## src/rtl/snft_pkg.sv

```systemverilog
// Package for the sensor node freshness table: constants, register codes,
// controller states and the command and status groups. Depends on nothing.
package snft_pkg;

  localparam int SUM_W  = 21;
  localparam int Q_W    = 15;
  localparam int DIVD_W = 31;
  localparam int DIVS_W = 16;
  localparam int CNT_W  = 7;

  localparam logic [31:0]    NAN_WORD = 32'h7FC0_0000;
  localparam logic [Q_W-1:0] FULL_Q8  = 15'd25600;

  localparam logic OP_PACKET = 1'b0;
  localparam logic OP_QUERY  = 1'b1;

  typedef enum logic [1:0] {
    REG_DRY      = 2'd0,
    REG_WET      = 2'd1,
    REG_TIMEOUT  = 2'd2,
    REG_INTERVAL = 2'd3
  } reg_idx_t;

  typedef enum logic [3:0] {
    S_IDLE, S_UPD, S_RD, S_CHK, S_DSTART, S_DWAIT, S_AVG, S_AWAIT, S_OUT
  } state_t;

  typedef struct packed {
    logic accept;
    logic update;
    logic chk;
    logic div_start;
    logic node_take;
    logic avg_start;
    logic avg_take;
    logic avg_skip;
    logic out_load;
  } cmd_t;

  typedef struct packed {
    logic need_div;
    logic last_node;
    logic div_done;
    logic avg_needed;
    logic out_free;
  } status_t;

  typedef struct packed {
    logic [15:0] soil;
    logic [31:0] temp;
    logic [31:0] hum;
    logic [31:0] acc_ms;
  } entry_t;

endpackage

```

## src/rtl/snft_ifs.sv

```systemverilog
// Channel interfaces of the sensor node freshness table: input items,
// result items and configuration writes. Depends on nothing.
interface snft_in_if;
  logic        valid;
  logic        ready;
  logic        opcode;
  logic [31:0] now_ms;
  logic [7:0]  node_id;
  logic        frame_ok;
  logic [15:0] soil_raw;
  logic [31:0] temperature_bits;
  logic [31:0] humidity_bits;
  modport source(output valid, opcode, now_ms, node_id, frame_ok, soil_raw,
                 temperature_bits, humidity_bits, input ready);
  modport sink(input valid, opcode, now_ms, node_id, frame_ok, soil_raw,
               temperature_bits, humidity_bits, output ready);
endinterface

interface snft_out_if;
  logic        valid;
  logic        ready;
  logic        node_ok;
  logic        stored;
  logic        node_online;
  logic        had_new_data;
  logic [15:0] soil_stored;
  logic [31:0] temperature_stored;
  logic [31:0] humidity_stored;
  logic [31:0] stored_time_ms;
  logic [14:0] soil_percent_q8;
  logic [14:0] average_percent_q8;
  logic        average_valid;
  logic [6:0]  online_count;
  modport source(output valid, node_ok, stored, node_online, had_new_data,
                 soil_stored, temperature_stored, humidity_stored, stored_time_ms,
                 soil_percent_q8, average_percent_q8, average_valid, online_count,
                 input ready);
  modport sink(input valid, node_ok, stored, node_online, had_new_data,
               soil_stored, temperature_stored, humidity_stored, stored_time_ms,
               soil_percent_q8, average_percent_q8, average_valid, online_count,
               output ready);
endinterface

interface snft_cfg_if;
  logic        valid;
  logic        ready;
  logic [1:0]  index;
  logic [31:0] data;
  modport source(output valid, index, data, input ready);
  modport sink(input valid, index, data, output ready);
endinterface

```

## src/rtl/snft_div.sv

```systemverilog
// Shared restoring divider, one quotient bit per cycle, for quotients below
// 2^15. Depends on snft_pkg.
module snft_div
  import snft_pkg::*;
(
  input  logic              clk,
  input  logic              rst_n,
  input  logic              start,
  input  logic [DIVD_W-1:0] dividend,
  input  logic [DIVS_W-1:0] divisor,
  output logic              done,
  output logic [Q_W-1:0]    quotient
);

  logic [DIVS_W-1:0] rem_r, rem_nxt, dsr_r;
  logic [Q_W-1:0]    dvd_r, quo_r;
  logic [3:0]        cnt_r;
  logic              busy_r, done_r;
  logic [DIVS_W:0]   trial;
  logic              ge;

  assign trial    = {rem_r, dvd_r[Q_W-1]};
  assign ge       = trial >= {1'b0, dsr_r};
  assign rem_nxt  = ge ? DIVS_W'(trial - {1'b0, dsr_r}) : trial[DIVS_W-1:0];
  assign done     = done_r;
  assign quotient = quo_r;

  always_ff @(posedge clk) begin
    if (start) begin
      rem_r <= dividend[DIVD_W-1:Q_W];
      dvd_r <= dividend[Q_W-1:0];
      dsr_r <= divisor;
    end else if (busy_r) begin
      rem_r <= rem_nxt;
      dvd_r <= {dvd_r[Q_W-2:0], 1'b0};
      quo_r <= {quo_r[Q_W-2:0], ge};
    end
  end

  always_ff @(posedge clk) begin
    if (!rst_n) begin
      busy_r <= 1'b0;
      done_r <= 1'b0;
      cnt_r  <= '0;
    end else if (start) begin
      busy_r <= 1'b1;
      done_r <= 1'b0;
      cnt_r  <= 4'(Q_W);
    end else if (busy_r) begin
      cnt_r <= cnt_r - 4'd1;
      if (cnt_r == 4'd1) begin
        busy_r <= 1'b0;
        done_r <= 1'b1;
      end
    end
  end

endmodule

```

## src/rtl/snft_ctrl.sv

```systemverilog
// Controller of the freshness table: sequences the update, the walk over
// all nodes and the mean division. Depends on snft_pkg.
module snft_ctrl
  import snft_pkg::*;
(
  input  logic    clk,
  input  logic    rst_n,
  input  logic    in_valid,
  output logic    in_ready,
  input  status_t st,
  output cmd_t    cmd
);

  state_t state_r, state_nxt;

  always_ff @(posedge clk) begin
    if (!rst_n) begin
      state_r <= S_IDLE;
    end else begin
      state_r <= state_nxt;
    end
  end

  always_comb begin
    state_nxt = state_r;
    case (state_r)
      S_IDLE:   if (in_valid) state_nxt = S_UPD;
      S_UPD:    state_nxt = S_RD;
      S_RD:     state_nxt = S_CHK;
      S_CHK: begin
        if (st.need_div) state_nxt = S_DSTART;
        else state_nxt = st.last_node ? S_AVG : S_RD;
      end
      S_DSTART: state_nxt = S_DWAIT;
      S_DWAIT: begin
        if (st.div_done) state_nxt = st.last_node ? S_AVG : S_RD;
      end
      S_AVG:    state_nxt = st.avg_needed ? S_AWAIT : S_OUT;
      S_AWAIT:  if (st.div_done) state_nxt = S_OUT;
      S_OUT:    if (st.out_free) state_nxt = S_IDLE;
      default:  state_nxt = S_IDLE;
    endcase
  end

  always_comb begin
    cmd      = '0;
    in_ready = 1'b0;
    case (state_r)
      S_IDLE: begin
        in_ready   = 1'b1;
        cmd.accept = in_valid;
      end
      S_UPD:    cmd.update = 1'b1;
      S_CHK:    cmd.chk = 1'b1;
      S_DSTART: cmd.div_start = 1'b1;
      S_DWAIT:  cmd.node_take = st.div_done;
      S_AVG: begin
        cmd.avg_start = st.avg_needed;
        cmd.avg_skip  = !st.avg_needed;
      end
      S_AWAIT:  cmd.avg_take = st.div_done;
      S_OUT:    cmd.out_load = st.out_free;
      default:  cmd = '0;
    endcase
  end

endmodule

```

## src/rtl/snft_dp.sv

```systemverilog
// Datapath of the freshness table: configuration registers, node tables,
// walk accumulators, divider and result register. Depends on snft_pkg,
// snft_ifs and snft_div.
module snft_dp
  import snft_pkg::*;
#(
  parameter int NODE_COUNT = 8
)
(
  input  logic         clk,
  input  logic         rst_n,
  snft_in_if.sink      in_bus,
  snft_out_if.source   out_bus,
  snft_cfg_if.sink     cfg_bus,
  input  cmd_t         cmd,
  output status_t      st
);

  localparam int IDX_W = (NODE_COUNT > 1) ? $clog2(NODE_COUNT) : 1;

  logic [15:0] dry_r, wet_r;
  logic [31:0] timeout_r, interval_r;

  logic             op_r, ok_r;
  logic [31:0]      now_r;
  logic [IDX_W-1:0] k_r, in_k, idx_r, rd_addr;
  logic [15:0]      soil_in_r;
  logic [31:0]      temp_in_r, hum_in_r;
  logic [7:0]       id_m1;
  logic             in_ok;

  entry_t      store_mem [NODE_COUNT];
  logic [31:0] recv_mem  [NODE_COUNT];
  logic [NODE_COUNT-1:0] store_vld_r, recv_vld_r, fresh_r;
  entry_t      store_q, cur_entry, new_entry;
  logic [31:0] recv_q, cur_recv;
  logic        store_q_vld, recv_q_vld;

  logic        upd_pkt, store_cond;
  logic        w_ok, w_stored, w_online, w_had_new, avg_vld_r;
  entry_t      w_entry;
  logic [Q_W-1:0]   w_pct, avg_r;
  logic [CNT_W-1:0] cnt_r;
  logic [SUM_W-1:0] sum_r;
  logic [DIVD_W-1:0] num_r;

  logic              span_ok, neg, online_i, is_k, diff_pos, diff_big;
  logic [15:0]       span;
  logic signed [16:0] diff;
  logic [Q_W-1:0]    p_imm;

  logic              div_start, div_done;
  logic [DIVD_W-1:0] div_dvd;
  logic [DIVS_W-1:0] div_dsr;
  logic [Q_W-1:0]    div_q;
  logic              out_valid_r;

  // Configuration.
  assign cfg_bus.ready = 1'b1;

  always_ff @(posedge clk) begin
    if (!rst_n) begin
      dry_r      <= 16'd4095;
      wet_r      <= 16'd1500;
      timeout_r  <= 32'd10000;
      interval_r <= 32'd300;
    end else if (cfg_bus.valid) begin
      case (reg_idx_t'(cfg_bus.index))
        REG_DRY:      dry_r      <= cfg_bus.data[15:0];
        REG_WET:      wet_r      <= cfg_bus.data[15:0];
        REG_TIMEOUT:  timeout_r  <= cfg_bus.data;
        REG_INTERVAL: interval_r <= cfg_bus.data;
        default:      dry_r      <= dry_r;
      endcase
    end
  end

  // Input capture.
  assign id_m1 = in_bus.node_id - 8'd1;
  assign in_k  = id_m1[IDX_W-1:0];
  assign in_ok = (in_bus.node_id != 8'd0) && ({1'b0, in_bus.node_id} <= 9'(NODE_COUNT))
                 && (in_bus.opcode == OP_QUERY || in_bus.frame_ok);

  always_ff @(posedge clk) begin
    if (cmd.accept) begin
      op_r      <= in_bus.opcode;
      now_r     <= in_bus.now_ms;
      k_r       <= in_k;
      ok_r      <= in_ok;
      soil_in_r <= in_bus.soil_raw;
      temp_in_r <= in_bus.temperature_bits;
      hum_in_r  <= in_bus.humidity_bits;
    end
  end

  // Node tables; an entry never written reads as its reset value.
  assign rd_addr = cmd.accept ? in_k : idx_r;

  always_ff @(posedge clk) begin
    store_q     <= store_mem[rd_addr];
    recv_q      <= recv_mem[rd_addr];
    store_q_vld <= store_vld_r[rd_addr];
    recv_q_vld  <= recv_vld_r[rd_addr];
  end

  assign cur_entry = store_q_vld ? store_q : '{soil: 16'd0, temp: NAN_WORD,
                                               hum: NAN_WORD, acc_ms: 32'd0};
  assign cur_recv  = recv_q_vld ? recv_q : 32'd0;
  assign upd_pkt   = cmd.update && ok_r && (op_r == OP_PACKET);
  assign store_cond = (now_r - cur_entry.acc_ms) >= interval_r;
  assign new_entry = '{soil: soil_in_r, temp: temp_in_r, hum: hum_in_r, acc_ms: now_r};

  always_ff @(posedge clk) begin
    if (upd_pkt) begin
      recv_mem[k_r] <= now_r;
      if (store_cond) begin
        store_mem[k_r] <= new_entry;
      end
    end
  end

  always_ff @(posedge clk) begin
    if (!rst_n) begin
      store_vld_r <= '0;
      recv_vld_r  <= '0;
      fresh_r     <= '0;
    end else if (cmd.update && ok_r) begin
      if (op_r == OP_PACKET) begin
        recv_vld_r[k_r] <= 1'b1;
        fresh_r[k_r]    <= 1'b1;
        if (store_cond) store_vld_r[k_r] <= 1'b1;
      end else begin
        fresh_r[k_r] <= 1'b0;
      end
    end
  end

  // Walk over the nodes.
  assign span_ok  = dry_r != wet_r;
  assign neg      = dry_r < wet_r;
  assign span     = neg ? (wet_r - dry_r) : (dry_r - wet_r);
  assign diff     = neg ? ($signed({1'b0, cur_entry.soil}) - $signed({1'b0, dry_r}))
                        : ($signed({1'b0, dry_r}) - $signed({1'b0, cur_entry.soil}));
  assign diff_pos = !diff[16] && (diff != 17'sd0);
  assign diff_big = diff >= $signed({1'b0, span});
  assign p_imm    = (diff_pos && diff_big) ? FULL_Q8 : '0;
  assign online_i = (now_r - cur_recv) < timeout_r;
  assign is_k     = ok_r && (idx_r == k_r);

  always_ff @(posedge clk) begin
    if (cmd.update) begin
      w_ok      <= ok_r;
      w_stored  <= upd_pkt && store_cond;
      w_had_new <= ok_r && (op_r == OP_QUERY) && fresh_r[k_r];
      w_online  <= 1'b0;
      w_pct     <= '0;
      idx_r     <= '0;
      cnt_r     <= '0;
      sum_r     <= '0;
      if (!ok_r) begin
        w_entry <= '{soil: 16'd0, temp: NAN_WORD, hum: NAN_WORD, acc_ms: 32'd0};
      end else if (upd_pkt && store_cond) begin
        w_entry <= new_entry;
      end else begin
        w_entry <= cur_entry;
      end
    end else if (cmd.chk) begin
      num_r <= {16'd0, FULL_Q8} * {15'd0, diff[15:0]};
      if (is_k) w_online <= online_i;
      if (online_i) cnt_r <= cnt_r + 7'd1;
      if (!st.need_div) begin
        idx_r <= idx_r + 1'b1;
        if (online_i && span_ok) sum_r <= sum_r + SUM_W'(p_imm);
        if (is_k && online_i && span_ok) w_pct <= p_imm;
      end
    end else if (cmd.node_take) begin
      idx_r <= idx_r + 1'b1;
      sum_r <= sum_r + SUM_W'(div_q);
      if (is_k) w_pct <= div_q;
    end
  end

  always_ff @(posedge clk) begin
    if (cmd.avg_take) begin
      avg_r     <= div_q;
      avg_vld_r <= 1'b1;
    end else if (cmd.avg_skip) begin
      avg_r     <= '0;
      avg_vld_r <= 1'b0;
    end
  end

  // Shared divider.
  assign div_start = cmd.div_start || cmd.avg_start;
  assign div_dvd   = cmd.avg_start ? DIVD_W'(sum_r) : num_r;
  assign div_dsr   = cmd.avg_start ? DIVS_W'(cnt_r) : span;

  snft_div u_div (
    .clk      (clk),
    .rst_n    (rst_n),
    .start    (div_start),
    .dividend (div_dvd),
    .divisor  (div_dsr),
    .done     (div_done),
    .quotient (div_q)
  );

  // Status.
  assign st.need_div   = online_i && span_ok && diff_pos && !diff_big;
  assign st.last_node  = idx_r == IDX_W'(NODE_COUNT - 1);
  assign st.div_done   = div_done;
  assign st.avg_needed = (cnt_r != '0) && span_ok;
  assign st.out_free   = !out_valid_r || out_bus.ready;

  // Result register.
  always_ff @(posedge clk) begin
    if (!rst_n) begin
      out_valid_r <= 1'b0;
    end else if (cmd.out_load) begin
      out_valid_r <= 1'b1;
    end else if (out_bus.ready) begin
      out_valid_r <= 1'b0;
    end
  end

  always_ff @(posedge clk) begin
    if (cmd.out_load) begin
      out_bus.node_ok            <= w_ok;
      out_bus.stored             <= w_stored;
      out_bus.node_online        <= w_online;
      out_bus.had_new_data       <= w_had_new;
      out_bus.soil_stored        <= w_entry.soil;
      out_bus.temperature_stored <= w_entry.temp;
      out_bus.humidity_stored    <= w_entry.hum;
      out_bus.stored_time_ms     <= w_entry.acc_ms;
      out_bus.soil_percent_q8    <= w_pct;
      out_bus.average_percent_q8 <= avg_r;
      out_bus.average_valid      <= avg_vld_r;
      out_bus.online_count       <= cnt_r;
    end
  end

  assign out_bus.valid = out_valid_r;

endmodule

```

## src/rtl/sensor_node_freshness_table_unit.sv

```systemverilog
// Top level of the sensor node freshness table: joins controller and datapath.
// Depends on snft_pkg, snft_ifs, snft_ctrl and snft_dp.
//
// One item is handled at a time. The item is accepted in the idle state and the
// node update follows in the update state. Then every node is visited in turn: a
// read and a check state for a node that is offline or whose percent clamps, or
// when dry equals wet, and in addition a start and a wait state on the shared
// 15-step divider for a node whose percent needs a division. The mean is then
// divided in the same divider, or skipped when no node is online or dry equals wet.
// The result register is then loaded; an item is held up only while an earlier
// result still waits in the output register. The next item is taken while the
// previous result waits in the output register.
module sensor_node_freshness_table_unit
  import snft_pkg::*;
#(
  parameter int NODE_COUNT = 8
)
(
  input  logic       clk,
  input  logic       rst_n,
  snft_in_if.sink    in_bus,
  snft_out_if.source out_bus,
  snft_cfg_if.sink   cfg_bus
);

  cmd_t    cmd;
  status_t st;

  snft_ctrl u_ctrl (
    .clk      (clk),
    .rst_n    (rst_n),
    .in_valid (in_bus.valid),
    .in_ready (in_bus.ready),
    .st       (st),
    .cmd      (cmd)
  );

  snft_dp #(
    .NODE_COUNT (NODE_COUNT)
  ) u_dp (
    .clk     (clk),
    .rst_n   (rst_n),
    .in_bus  (in_bus),
    .out_bus (out_bus),
    .cfg_bus (cfg_bus),
    .cmd     (cmd),
    .st      (st)
  );

endmodule

```

## src/flat_wrapper.sv

```systemverilog
// flat-port wrapper written by rule: the top's interface ports become plain ports
module sensor_node_freshness_table_unit_flat import snft_pkg::*;
#(
  parameter int NODE_COUNT = 8
)
  (clk, rst_n, in_bus_valid, in_bus_opcode, in_bus_now_ms, in_bus_node_id, in_bus_frame_ok, in_bus_soil_raw, in_bus_temperature_bits, in_bus_humidity_bits, in_bus_ready, out_bus_valid, out_bus_node_ok, out_bus_stored, out_bus_node_online, out_bus_had_new_data, out_bus_soil_stored, out_bus_temperature_stored, out_bus_humidity_stored, out_bus_stored_time_ms, out_bus_soil_percent_q8, out_bus_average_percent_q8, out_bus_average_valid, out_bus_online_count, out_bus_ready, cfg_bus_valid, cfg_bus_index, cfg_bus_data, cfg_bus_ready);
  snft_in_if in_bus_i ();
  snft_out_if out_bus_i ();
  snft_cfg_if cfg_bus_i ();
  input  logic clk;
  input  logic rst_n;
  input wire logic [$bits(in_bus_i.valid)-1:0] in_bus_valid;
  input wire logic [$bits(in_bus_i.opcode)-1:0] in_bus_opcode;
  input wire logic [$bits(in_bus_i.now_ms)-1:0] in_bus_now_ms;
  input wire logic [$bits(in_bus_i.node_id)-1:0] in_bus_node_id;
  input wire logic [$bits(in_bus_i.frame_ok)-1:0] in_bus_frame_ok;
  input wire logic [$bits(in_bus_i.soil_raw)-1:0] in_bus_soil_raw;
  input wire logic [$bits(in_bus_i.temperature_bits)-1:0] in_bus_temperature_bits;
  input wire logic [$bits(in_bus_i.humidity_bits)-1:0] in_bus_humidity_bits;
  output wire logic [$bits(in_bus_i.ready)-1:0] in_bus_ready;
  output wire logic [$bits(out_bus_i.valid)-1:0] out_bus_valid;
  output wire logic [$bits(out_bus_i.node_ok)-1:0] out_bus_node_ok;
  output wire logic [$bits(out_bus_i.stored)-1:0] out_bus_stored;
  output wire logic [$bits(out_bus_i.node_online)-1:0] out_bus_node_online;
  output wire logic [$bits(out_bus_i.had_new_data)-1:0] out_bus_had_new_data;
  output wire logic [$bits(out_bus_i.soil_stored)-1:0] out_bus_soil_stored;
  output wire logic [$bits(out_bus_i.temperature_stored)-1:0] out_bus_temperature_stored;
  output wire logic [$bits(out_bus_i.humidity_stored)-1:0] out_bus_humidity_stored;
  output wire logic [$bits(out_bus_i.stored_time_ms)-1:0] out_bus_stored_time_ms;
  output wire logic [$bits(out_bus_i.soil_percent_q8)-1:0] out_bus_soil_percent_q8;
  output wire logic [$bits(out_bus_i.average_percent_q8)-1:0] out_bus_average_percent_q8;
  output wire logic [$bits(out_bus_i.average_valid)-1:0] out_bus_average_valid;
  output wire logic [$bits(out_bus_i.online_count)-1:0] out_bus_online_count;
  input wire logic [$bits(out_bus_i.ready)-1:0] out_bus_ready;
  input wire logic [$bits(cfg_bus_i.valid)-1:0] cfg_bus_valid;
  input wire logic [$bits(cfg_bus_i.index)-1:0] cfg_bus_index;
  input wire logic [$bits(cfg_bus_i.data)-1:0] cfg_bus_data;
  output wire logic [$bits(cfg_bus_i.ready)-1:0] cfg_bus_ready;
  assign in_bus_i.valid = in_bus_valid;
  assign in_bus_i.opcode = in_bus_opcode;
  assign in_bus_i.now_ms = in_bus_now_ms;
  assign in_bus_i.node_id = in_bus_node_id;
  assign in_bus_i.frame_ok = in_bus_frame_ok;
  assign in_bus_i.soil_raw = in_bus_soil_raw;
  assign in_bus_i.temperature_bits = in_bus_temperature_bits;
  assign in_bus_i.humidity_bits = in_bus_humidity_bits;
  assign in_bus_ready = in_bus_i.ready;
  assign out_bus_valid = out_bus_i.valid;
  assign out_bus_node_ok = out_bus_i.node_ok;
  assign out_bus_stored = out_bus_i.stored;
  assign out_bus_node_online = out_bus_i.node_online;
  assign out_bus_had_new_data = out_bus_i.had_new_data;
  assign out_bus_soil_stored = out_bus_i.soil_stored;
  assign out_bus_temperature_stored = out_bus_i.temperature_stored;
  assign out_bus_humidity_stored = out_bus_i.humidity_stored;
  assign out_bus_stored_time_ms = out_bus_i.stored_time_ms;
  assign out_bus_soil_percent_q8 = out_bus_i.soil_percent_q8;
  assign out_bus_average_percent_q8 = out_bus_i.average_percent_q8;
  assign out_bus_average_valid = out_bus_i.average_valid;
  assign out_bus_online_count = out_bus_i.online_count;
  assign out_bus_i.ready = out_bus_ready;
  assign cfg_bus_i.valid = cfg_bus_valid;
  assign cfg_bus_i.index = cfg_bus_index;
  assign cfg_bus_i.data = cfg_bus_data;
  assign cfg_bus_ready = cfg_bus_i.ready;
  sensor_node_freshness_table_unit #(.NODE_COUNT(NODE_COUNT)) u_core (.clk(clk), .rst_n(rst_n), .in_bus(in_bus_i), .out_bus(out_bus_i), .cfg_bus(cfg_bus_i));
endmodule
```

## config.mk

```make
export PLATFORM = sky130hd
export DESIGN_NAME = sensor_node_freshness_table_unit_flat
export DESIGN_NICKNAME = d
export VERILOG_FILES = /design/src/rtl/snft_pkg.sv /design/src/rtl/snft_ifs.sv /design/src/rtl/snft_div.sv /design/src/rtl/snft_ctrl.sv /design/src/rtl/snft_dp.sv /design/src/rtl/sensor_node_freshness_table_unit.sv /design/src/flat_wrapper.sv
export SDC_FILE = /design/constraint.sdc
export NUM_CORES = 2
export LEC_CHECK = 0
export BUFFER_PORTS_ARGS = -buffer_cell sky130_fd_sc_hd__buf_2
export CAP_MARGIN = 20
export CORE_MARGIN = 3
export CORE_UTILIZATION = 60
export DETAILED_ROUTE_END_ITERATION = 6
export PLACE_DENSITY = 0.78
export SLEW_MARGIN = 20
export SYNTH_ARGS = -nofsm -noshare
export SYNTH_HDL_FRONTEND = slang
export SYNTH_SLANG_ARGS = --single-unit
```

## constraint.sdc

```tcl
create_clock -name clk -period 14.3 [get_ports clk]
set_input_delay 0.715 -clock clk [delete_from_list [all_inputs] [get_ports clk]]
set_output_delay 0.715 -clock clk [all_outputs]
set_load 0.02 [all_outputs]
```

==> run_results.csv <==
group,metric,value,unit
setup_path,path_depth,30,
final_layout,multi_input_area,24200,um^2
timing,layout_min_cycle_time,8170,ps
die,die-area,140000,um^2
clock_network,clk_latency,830,ps
setup_path,crit_family,"compound AO/OA/AOI/OAI gates",
pwr,power.total,14000,uW
yosys,synthSimpleGateAreaFrac,5.64,%
timing,setup_viol,0,
timing,tns,0,ps
routing,via_count,45600,
routing,firstDrtPassIters,6,
place,hpwl,112000,um
timing,tightest_slew,1150,ps
timing,rsz0062_at_grt,"false",
yosys,ys_types,85,
clock_network,cts_buffers,186,
place,port-buffer-count,316,
global_routing,met2_usage,44.4,%
place,place_area,85000,um^2
setup_path,worst-r2r-cell-count,30,
setup_path,cp.arrival,8940,ps
yosys,ys_warn_count,0,
global_routing,grtUsageMet3,4.36,%
min_path,hp-class,"in2reg",
routing,wl_per_cell,25.6,um
yosys,syn-num-nets,5556,
die,core_area,134000,um^2
yosys,netlist_area,81400,um^2
routing,drtAntennaViolNets,0,
die,die_w,374,um
yosys,synth_top_cell_by_area,"edfxtp_1",
clock_network,cts_sinks,1961,
routing,drt_drc_violations_left,0,
global_routing,grt_pass1_wl,286000,um
routing,drt_iter0_markers,4675,
clock_network,post_cts_buffers,0,
setup_path,worst_path_largest_cell_delay,840,ps
yosys,muxShareOfSynthArea,12.0,%
global_routing,grt_usage,27.2,%
setup_path,crit_path_end_kind,"flip-flop",
final_layout,area_delta_synth_final,12.3,%
clock_network,root_buffer,"clkbuf_16",
timing,skew,44.0,ps
routing,viasPerCell,6.19,
timing,slew_headroom,23.1,%
global_routing,grt_busiest_layer,"met2",
run_status,outcome,"finished clean",
pwr,ir_worst_vdd,0.121,mV
min_path,hold_depth,1,
yosys,synthAdderAreaFrac,5.16,%
setup_path,critPathMaxFanout,50,
setup_path,path_class,"reg2reg",
yosys,yosysSeqAreaShare,68.4,%
global_routing,grt_pass1_vias,46300,
clock_network,clk_pin_slew,70,ps
yosys,synth_ff_type,"edfxtp_1",
clock_network,cts_resized,0,
global_routing,grt_max_degree,163,
clock_network,cts_tree,"done",
timing,fmax,122,MHz
global_routing,antenna_found_initial,19,
yosys,synth_cells,5071,
yosys,ys_ff_latch,1961,
timing,hold_violations,0,
clock_network,cts_max_level,4,
yosys,synth_top_family_by_area,"multiplexers",
die,dieHeight,374,um
setup_path,worstPathRequired,15060,ps
final_layout,final_layout_size_suffix_gt1_share,22.6,%
final_layout,seqCellArea,55600,um^2
yosys,synth_top_area_share,60.4,%
global_routing,overflow,0,
final_layout,fillCellCount,8689,
setup_path,r2r_slack,6130,ps
die,rows,134,
clock_network,cts_hold_buf,0,
yosys,synthXorXnorAreaFrac,1.50,%
timing,finalCritPeriodShare,57.1,%
global_routing,grt_use_met1,37.2,%
setup_path,crit_path_start_kind,"flip-flop",
setup_path,slowest_stage,"a221oi_1",
final_layout,stdcell_area,91400,um^2
final_layout,nets,5915,
die,start_util,60.7,%
pwr,powerDensity,153,nW/um^2
yosys,synthTopCellsByArea,"edfxtp_1 (60%), mux4_2 (8.1%), dfxtp_1 (8.0%)",
place,place_congestion,0.924,
routing,postRouteWirelength,189000,um
clock_network,clockBufferDepth,3,
yosys,syn_avg_cell_area,16.0,um^2
yosys,synth_edf_count,1636,
pwr,leakage,0.0326,uW
flow_run,drv_cap,0,
die,ios,318,
yosys,synth_compound_area_share,5.26,%
setup_path,worst-path-buf-inv,3,
yosys,async_reset_ff_share,0,%
timing,slew_viol_final,0,
flip-flops by register name, indices dropped and copies added, names as in the netlist, 21 cells and up, named ones only:
name                                    flops
u_core.u_dp.store_mem                     896
u_core.u_dp.out_bus.temperature_stored     32
u_core.u_dp.temp_in_r                      32
u_core.u_dp.recv_q                         32
u_core.u_dp.out_bus.stored_time_ms         32
u_core.u_dp.recv_mem                      256
u_core.u_dp.w_entry                       112
u_core.u_dp.num_r                          21
u_core.u_dp.store_q                       112
u_core.u_dp.out_bus.humidity_stored        32
u_core.u_dp.hum_in_r                       32
u_core.u_dp.timeout_r                      32
u_core.u_dp.sum_r                          21
u_core.u_dp.interval_r                     32
u_core.u_dp.now_r                          32
cell usage after synthesis (13+ instances only):
cell / instances
a211oi_1: 14
a21o_1: 78
a21oi_1: 256
a22oi_1: 14
a31oi_1: 13
and2_1: 41
and3_1: 111
buf_1: 17
buf_2: 36
clkbuf_1: 151
dfxtp_1: 325
edfxtp_1: 1636
fa_1: 19
ha_1: 305
inv_1: 210
mux2_2: 240
mux2i_1: 46
mux4_2: 292
nand2_1: 425
nand2b_1: 22
nand3_1: 67
nand4_1: 29
nor2_1: 161
nor2b_1: 24
nor3_1: 40
o211ai_1: 37
o21a_1: 33
o21ai_0: 89
o21bai_1: 14
o31ai_1: 13
xnor2_1: 93
xor2_1: 46
cell type report:
type	count	share of cell area [%]
sequential	1961	60.9
multi-input combinational	2683	26.5
clock buffer	242	5.59
tap	1768	2.42
timing repair buffer	385	2.41
clock inverter	107	1.28
inverter	213	0.881
antenna	14	0.0383
path summary, 6_finish.rpt:
check,to,from
max reg2reg,u_core.u_dp.sum_r[16],u_core.u_dp.store_q_vld
min reg2reg,u_core.u_dp.out_bus.soil_percent_q8[7],u_core.u_dp.w_pct[7]
min,u_core.u_dp.hum_in_r[23],in_bus_humidity_bits[23]
max,u_core.u_dp.sum_r[16],u_core.u_dp.store_q_vld
stage by stage:
stage               std cells  setup slack [ps]  hold WS [ps]  utilization, %
floorplan                5071              1360           400               -
global placement         7009              6450           401            63.4
detailed placement       7009              6280           405            63.4
CTS                      7358              6240          4.95            68.1
global route             7366              5770          25.8            68.1
finish                   7373              6130          67.8            68.1
cells by family (layout without fill, tap and decap cells):
kind of cell | Yosys count | after routing
flip-flops | 1961 | 1961
AO/OA/AOI/OAI | 667 | 667
buffers and inverters | 427 | 947
XOR/XNOR | 139 | 139
multiplexers | 578 | 578
other | 1 | 15
adder cells (fa/ha/maj) | 324 | 324
AND/OR/NAND/NOR | 974 | 974
per-layer routing:
| layer | vias up | share of wire [%] | wire length, um |
|---|---|---|---|
| met5 | - | 0.011 | 20 |
| li1 | 20100 | - | - |
| met2 | 1883 | 49 | 92800 |
| met3 | 345 | 7.0 | 13300 |
| met1 | 23300 | 40 | 76400 |
| met4 | 2 | 3.4 | 6520 |
placed cells by master, fill, tap and decap left out, types with 12 or more instances in the layout:
| master | instances |
|---|---|
| xnor2_1 | 93 |
| clkbuf_16 | 190 |
| clkbuf_1 | 36 |
| edfxtp_1 | 1636 |
| nor3_1 | 35 |
| o21a_1 | 33 |
| clkinv_1 | 31 |
| buf_4 | 61 |
| and3_1 | 111 |
| ha_1 | 305 |
| nor2_1 | 155 |
| nor2b_1 | 19 |
| a211oi_1 | 14 |
| dfxtp_1 | 324 |
| buf_2 | 316 |
| a22oi_1 | 14 |
| diode_2 | 14 |
| o31ai_1 | 13 |
| fa_1 | 19 |
| clkbuf_8 | 16 |
| o211ai_1 | 37 |
| nand4_1 | 29 |
| mux4_2 | 292 |
| o21bai_1 | 14 |
| a21oi_1 | 254 |
| inv_1 | 210 |
| mux2i_1 | 45 |
| nand2_1 | 424 |
| a31oi_1 | 12 |
| o21ai_0 | 88 |
| nand3_1 | 67 |
| nand2b_1 | 22 |
| clkinv_2 | 31 |
| and2_1 | 36 |
| bufinv_16 | 19 |
| mux2_2 | 240 |
| a21o_1 | 78 |
| xor2_1 | 46 |
report_power, final:
group	leakage, uW	switching, uW	total [uW]	internal (uW)
combinational	0.0120	1200	2270	1070
sequential	0.0175	191	6710	6510
clock	0.00307	2130	5010	2880
No activity file was read; power rests on OpenSTA's default activity.
